`config.mk`:
```
export PLATFORM = sky130hd
export DESIGN_NAME = utf8_stream_validator_top_flat
export DESIGN_NICKNAME = d
export VERILOG_FILES = /design/src/rtl/u8v_pkg.sv /design/src/rtl/u8v_byte_if.sv /design/src/rtl/u8v_result_if.sv /design/src/rtl/utf8_stream_validator_top.sv /design/src/rtl/u8v_classify.sv /design/src/flat_wrapper.sv
export SDC_FILE = /design/constraint.sdc
export NUM_CORES = 1
export LEC_CHECK = 0
export ABC_AREA = 1
export BUFFER_PORTS_ARGS = -buffer_cell sky130_fd_sc_hd__buf_2
export CORE_MARGIN = 1.5
export CORE_UTILIZATION = 50
export CTS_CLUSTER_DIAMETER = 100
export DETAILED_ROUTE_END_ITERATION = 7
export HOLD_SLACK_MARGIN = 0.06
export PLACE_DENSITY = 0.72
export SLEW_MARGIN = 20
export SYNTH_ARGS = -nofsm -noshare
export SYNTH_HDL_FRONTEND = slang
export SYNTH_SLANG_ARGS = --single-unit
```
`constraint.sdc`:
```
create_clock -name i_clk -period 4.3 [get_ports i_clk]
set_input_delay 1.29 -clock i_clk [delete_from_list [all_inputs] [get_ports i_clk]]
set_output_delay 1.29 -clock i_clk [all_outputs]
set_load 0.05 [all_outputs]
```
`src/rtl/u8v_pkg.sv`:
```
`timescale 1ns / 1ps
// shared types and constants for the utf-8 stream validator
// no dependencies; imported by the classifier and the top level

package u8v_pkg;

    typedef enum logic [1:0] {
        ERR_NONE      = 2'd0,
        ERR_BAD_LEAD  = 2'd1,
        ERR_BAD_CONT  = 2'd2,
        ERR_TRUNCATED = 2'd3
    } t_err;

    // byte class masks and bounds
    localparam logic [7:0] ASCII_MAX   = 8'h7F;
    localparam logic [7:0] MASK_TOP3   = 8'hE0;
    localparam logic [7:0] MASK_TOP2   = 8'hC0;
    localparam logic [7:0] MASK_TOP4   = 8'hF0;
    localparam logic [7:0] MASK_TOP5   = 8'hF8;
    localparam logic [7:0] LEAD2_TAG   = 8'hC0;
    localparam logic [7:0] LEAD2_MIN   = 8'hC2;
    localparam logic [7:0] LEAD3_TAG   = 8'hE0;
    localparam logic [7:0] LEAD4_TAG   = 8'hF0;
    localparam logic [7:0] LEAD4_MAX   = 8'hF4;
    localparam logic [7:0] CONT_TAG    = 8'h80;

    typedef struct packed {
        logic       bad_lead;  // byte cannot open a sequence
        logic [1:0] cont_cnt;  // continuation bytes it opens
        logic       is_cont;   // byte has the form 10xxxxxx
    } t_byte_class;

endpackage

```
`src/rtl/u8v_byte_if.sv`:
```
`timescale 1ns / 1ps
// input channel: one stream byte per beat with a last marker
// no dependencies

interface u8v_byte_if;
    logic       valid;
    logic       ready;
    logic [7:0] data_byte;
    logic       last_byte;

    modport source (output valid, output data_byte, output last_byte, input ready);
    modport sink   (input valid, input data_byte, input last_byte, output ready);
endinterface

```
`src/rtl/u8v_result_if.sv`:
```
`timescale 1ns / 1ps
// result channel: one verdict per stream
// no dependencies

interface u8v_result_if;
    logic       valid;
    logic       ready;
    logic       is_valid;
    logic [1:0] error_kind;

    modport source (output valid, output is_valid, output error_kind, input ready);
    modport sink   (input valid, input is_valid, input error_kind, output ready);
endinterface

```
`src/rtl/utf8_stream_validator_top.sv`:
```
`timescale 1ns / 1ps
// utf-8 stream validator: input register, per-byte check, result register
// depends on u8v_pkg, u8v_byte_if, u8v_result_if, u8v_classify
//
// usage
//   i_byte carries one stream byte per beat; last_byte marks the final byte.
//   o_result carries one beat per stream, on its final byte: is_valid and
//   error_kind (none, bad lead, bad continuation, truncated sequence).
//   the first error of a stream is kept and reported on its final byte;
//   after that the checker starts clean for the next stream.
// throughput and path
//   one byte per cycle unless a final byte waits; the per-byte check is a
//   single level of compare logic between the input register and the stream
//   state. a final byte goes from the input register to the result register.
// reset
//   i_rst_n (synchronous, active low) empties both registers and clears the
//   stream state; a stream in progress is dropped.
// stalls
//   while o_result is held by the receiver, bytes that are not final keep
//   flowing; a final byte waits in the input register until the result
//   register frees, and i_byte.ready stays low while it waits.

module utf8_stream_validator_top
    import u8v_pkg::*;
(
    input  logic          i_clk,
    input  logic          i_rst_n,
    u8v_byte_if.sink      i_byte,
    u8v_result_if.source  o_result
);

    // input register
    logic        r_in_vld;
    logic [7:0]  r_in_byte;
    logic        r_in_last;

    // stream state
    logic [1:0]  r_expect, n_expect;
    t_err        r_err, n_err;

    // result register
    logic        r_out_vld;
    logic        r_out_ok;
    t_err        r_out_err;

    t_byte_class w_class;
    t_err        w_err_step;
    t_err        w_final_err;
    logic        w_out_free;
    logic        w_consume;
    logic        w_in_take;

    u8v_classify u_classify (
        .i_byte  (r_in_byte),
        .o_class (w_class)
    );

    assign w_out_free = !r_out_vld || o_result.ready;
    // a final byte needs room in the result register
    assign w_consume  = r_in_vld && (!r_in_last || w_out_free);
    assign w_in_take  = i_byte.valid && i_byte.ready;

    assign i_byte.ready = !r_in_vld || w_consume;

    // per-byte state update
    always_comb begin
        n_expect   = r_expect;
        w_err_step = r_err;
        if (r_err == ERR_NONE) begin
            if (r_expect != 2'd0) begin
                if (w_class.is_cont) begin
                    n_expect = r_expect - 2'd1;
                end else begin
                    w_err_step = ERR_BAD_CONT;
                    n_expect   = 2'd0;
                end
            end else if (w_class.bad_lead) begin
                w_err_step = ERR_BAD_LEAD;
            end else begin
                n_expect = w_class.cont_cnt;
            end
        end
        w_final_err = w_err_step;
        if (w_err_step == ERR_NONE && n_expect != 2'd0) begin
            w_final_err = ERR_TRUNCATED;
        end
        n_err = w_err_step;
        if (r_in_last) begin
            n_expect = 2'd0;
            n_err    = ERR_NONE;
        end
    end

    always_ff @(posedge i_clk) begin
        if (!i_rst_n) begin
            r_in_vld <= 1'b0;
        end else if (i_byte.ready) begin
            r_in_vld <= i_byte.valid;
        end
        if (w_in_take) begin
            r_in_byte <= i_byte.data_byte;
            r_in_last <= i_byte.last_byte;
        end
    end

    always_ff @(posedge i_clk) begin
        if (!i_rst_n) begin
            r_expect <= 2'd0;
            r_err    <= ERR_NONE;
        end else if (w_consume) begin
            r_expect <= n_expect;
            r_err    <= n_err;
        end
    end

    always_ff @(posedge i_clk) begin
        if (!i_rst_n) begin
            r_out_vld <= 1'b0;
        end else if (w_out_free) begin
            r_out_vld <= w_consume && r_in_last;
        end
        if (w_out_free && w_consume && r_in_last) begin
            r_out_ok  <= (w_final_err == ERR_NONE);
            r_out_err <= w_final_err;
        end
    end

    assign o_result.valid      = r_out_vld;
    assign o_result.is_valid   = r_out_ok;
    assign o_result.error_kind = r_out_err;

    // verdict and code agree
    a_ok_matches_code: assert property (@(posedge i_clk) disable iff (!i_rst_n)
        r_out_vld |-> (r_out_ok == (r_out_err == ERR_NONE)))
        else $error("is_valid disagrees with error_kind");

    // a final byte leaves the stream state clean
    a_clean_after_last: assert property (@(posedge i_clk) disable iff (!i_rst_n)
        (w_consume && r_in_last) |=> (r_expect == 2'd0 && r_err == ERR_NONE))
        else $error("stream state not cleared after final byte");

    // an error holds until the final byte
    a_error_sticky: assert property (@(posedge i_clk) disable iff (!i_rst_n)
        (w_consume && !r_in_last && r_err != ERR_NONE) |=> (r_err == $past(r_err)))
        else $error("sticky error changed mid-stream");

    // once an error is kept, no continuation bytes are owed
    a_err_no_expect: assert property (@(posedge i_clk) disable iff (!i_rst_n)
        (r_err != ERR_NONE) |-> (r_expect == 2'd0))
        else $error("owed count nonzero with error recorded");

    // a stored result is not lost while the receiver stalls
    a_result_held: assert property (@(posedge i_clk) disable iff (!i_rst_n)
        (r_out_vld && !o_result.ready) |=> (r_out_vld && r_out_err == $past(r_out_err)))
        else $error("result changed while stalled");

endmodule

```
`src/rtl/u8v_classify.sv`:
```
`timescale 1ns / 1ps
// byte classifier: lead length, invalid lead and continuation form
// depends on u8v_pkg

module u8v_classify
    import u8v_pkg::*;
(
    input  logic [7:0]  i_byte,
    output t_byte_class o_class
);

    always_comb begin
        o_class          = '0;
        o_class.is_cont  = ((i_byte & MASK_TOP2) == CONT_TAG);
        if (i_byte <= ASCII_MAX) begin
            o_class.cont_cnt = 2'd0;
        end else if ((i_byte & MASK_TOP3) == LEAD2_TAG) begin
            o_class.bad_lead = (i_byte < LEAD2_MIN);
            o_class.cont_cnt = 2'd1;
        end else if ((i_byte & MASK_TOP4) == LEAD3_TAG) begin
            o_class.cont_cnt = 2'd2;
        end else if ((i_byte & MASK_TOP5) == LEAD4_TAG) begin
            o_class.bad_lead = (i_byte > LEAD4_MAX);
            o_class.cont_cnt = 2'd3;
        end else begin
            o_class.bad_lead = 1'b1;
        end
    end

endmodule
```
`src/flat_wrapper.sv`:
```
// flat-port wrapper written by rule: the top's interface ports become plain ports
module utf8_stream_validator_top_flat import u8v_pkg::*;
  (i_clk, i_rst_n, i_byte_valid, i_byte_data_byte, i_byte_last_byte, i_byte_ready, o_result_valid, o_result_is_valid, o_result_error_kind, o_result_ready);
  u8v_byte_if i_byte_i ();
  u8v_result_if o_result_i ();
  input  logic i_clk;
  input  logic i_rst_n;
  input wire logic [$bits(i_byte_i.valid)-1:0] i_byte_valid;
  input wire logic [$bits(i_byte_i.data_byte)-1:0] i_byte_data_byte;
  input wire logic [$bits(i_byte_i.last_byte)-1:0] i_byte_last_byte;
  output wire logic [$bits(i_byte_i.ready)-1:0] i_byte_ready;
  output wire logic [$bits(o_result_i.valid)-1:0] o_result_valid;
  output wire logic [$bits(o_result_i.is_valid)-1:0] o_result_is_valid;
  output wire logic [$bits(o_result_i.error_kind)-1:0] o_result_error_kind;
  input wire logic [$bits(o_result_i.ready)-1:0] o_result_ready;
  assign i_byte_i.valid = i_byte_valid;
  assign i_byte_i.data_byte = i_byte_data_byte;
  assign i_byte_i.last_byte = i_byte_last_byte;
  assign i_byte_ready = i_byte_i.ready;
  assign o_result_valid = o_result_i.valid;
  assign o_result_is_valid = o_result_i.is_valid;
  assign o_result_error_kind = o_result_i.error_kind;
  assign o_result_i.ready = o_result_ready;
  utf8_stream_validator_top u_core (.i_clk(i_clk), .i_rst_n(i_rst_n), .i_byte(i_byte_i), .o_result(o_result_i));
endmodule
```
==> results.toml <==
[global_routing]
gr-total-overflow = 0
grt_pass1_wl_mm = 2.36
grt_pass1_vias = 607
grt_max_degree = 11
grt_use_total = 0.167
antenna_found_initial = 0

[final_layout]
layout_commonest_cell = "nand2_1"
drive_gt1_frac = 0.282
syn_to_final_growth_pct = 15.9
multi_input_area_um2 = 352
fillers = 155
regArea_um2 = 480
fin_util = 0.610
nets = 139
fin_cells = 149
stdcell_area_um2 = 1040
mostFrequentLayoutCells = "nand2_1 (24), buf_2 (17), inv_1 (14), nor2_1 (13), edfxtp_1 (12)"
antenna_cells = 0

[worst_hold_path]
hold_path.class = "register to register"

[clock_tree]
clockRootBuffer = "clkbuf_4"
cts_tree = "yes"
post_cts_buffers = 0
holdBufCountCts = 0
cts-resized-gates = 0
clock_latency_ps = 280
cts_htree_levels = 1
cts_buffer_depth = 2
clkSinkCount = 18
clk_pin_slew_worst_paths_ps = 90
cts_buffers = 3

[route]
wl_met1_um = 654
ant_nets = 0
drt_first_iter_violations = 22
avgRoutedWirePerCell_um = 9.74
vias = 719
route.detailed.drc = 0
routed.top_layer = "met4"
first_pass_iters = 4
drt-total-wl_mm = 1.45
wl_met3_um = 73
wl_met2_um = 682
viasPerCell = 4.83

[placed_design]
dpl_cell_area_um2 = 1020
gp_congestion = 0.795
dp_hpwl_mm = 1.17
io_buffers = 17
dp_cells = 145

[synthesis]
yosysWarningCount = 0
yosys.area.top_type = "edfxtp_1"
synth_area_leaders = "edfxtp_1 (40%), dfxtp_1 (13%), nand2_1 (10%)"
syn-mean-instance-area_um2 = 8.73
ys_types = 21
yosys.area.top_type_share = 0.401
ys_seq_elements = 18
synth_nets = 117
seq_area_frac_synth = 0.534
netlist_instances = 103
syn_area_um2 = 900

[critical_path]
crit_type = "input port to output port"
cp.required_ps = 3010
cp-start-kind = "input port"
endpoint_kind = "output port"
cp_max_fo = 3
worstPathArrival_ps = 1900

[die]
initial_utilization = 0.527
die_w_um = 45.4
rows = 15
ioPinCount = 18
die_h_um = 45.4
design.die.area_um2 = 2060
core-area_um2 = 1710

[sta]
fmax_mhz = 314
tightest_slew_ps = 328
fin_crit_sh = 0.741
setup_violations = 0
relSlewSlack = 0.781
grt_setup_unrepaired = "no"
period_minus_slack_ps = 3190
finClkSkew_ps = 0.825
hold_ws_ps = 499
hold_viol = 0
drv_slew = 0
finalSetupTns_ps = 0

[pwr]
clock_power_share = 0.247
peakVddDrop_uv = 187
internal_power_mw = 0.242
netSwitchingFraction = 0.243
seqPwrFrac = 0.621
p_sw_mw = 0.0778
powerDensity_nw_per_um2 = 307
power.leakage_nw = 0.482
combPwrFrac = 0.132

[job]
max_cap_violations = 0

[outcome]
status = "complete, no violations"
sequential cells by signal, indices dropped and copies added (netlist names):
name	flops
u_core.r_expect	2
u_core.r_in_last	1
u_core.o_result.error_kind	2
u_core.r_err	2
u_core.r_in_vld	1
u_core.r_in_byte	8
u_core.o_result.is_valid	1
u_core.o_result.valid	1
Yosys cell counts, drive strengths merged:
| cell | count |
|---|---|
| a211oi | 1 |
| a21boi | 1 |
| a21oi | 9 |
| dfxtp | 6 |
| edfxtp | 12 |
| ha | 1 |
| inv | 18 |
| nand2 | 28 |
| nand3 | 6 |
| nand4 | 1 |
| nor2 | 15 |
| nor3 | 2 |
| o21a | 1 |
| o21ai | 1 |
| o22ai | 1 |
power by group through the flow:
stage | Sequential [mW] | Clock [mW] | Combinational (mW)
floorplan | 0.207 | 0 | 0.0257
global placement | 0.203 | 0 | 0.0411
detailed placement | 0.203 | 0 | 0.0423
CTS | 0.199 | 0.0842 | 0.0424
global route | 0.200 | 0.0891 | 0.0475
finish | 0.199 | 0.0790 | 0.0422
per-stage QoR:
stage / total power, mW / setup WS [ps]
floorplan: 0.233 / 1150
global placement: 0.244 / 1120
detailed placement: 0.245 / 1110
CTS: 0.326 / 1110
global route: 0.337 / 1040
finish: 0.320 / 1110
cell families (layout without fill, tap and decap cells):
kind of cell	count (synthesis)	in the layout	share of synthesized area
compound gates	14	14	0.113
fa+ha+maj	1	1	0.0139
buf+inv	18	39	0.0751
flops	18	18	0.534
simple gates	52	52	0.264
worst paths after layout:
path	startpoint	endpoint	slack, ps	depth (start not counted)
worst max-delay path	o_result_ready	i_byte_ready	1110	4
worst min-delay path	u_core.r_expect[1]	u_core.r_expect[1]	500	2
worst max register to register	u_core.r_in_byte[3]	u_core.o_result.error_kind[0]	2580	10
worst min register to register	u_core.r_expect[1]	u_core.r_expect[1]	500	2
critical path: stages:
cell and delay (ps):
buf_2 90, nor2_1 150, nand3_1 130, buf_2 230
layer usage:
layer / GRT usage / vias to the layer above
met2: 0.254 / 23
met5: 0 / -
met3: 0.0357 / 4
met1: 0.201 / 316
li1: - / 376
met4: 0.135 / 0
area by class of cell:
cell class              count  area share
flip-flops and latches     18       0.461
multi-input cells          67       0.337
repair buffers             17      0.0816
inverters                  18      0.0648
well taps                  25      0.0300
clock buffers               3      0.0216
clock inverters             1     0.00360
(Power assumes the default switching activity.)
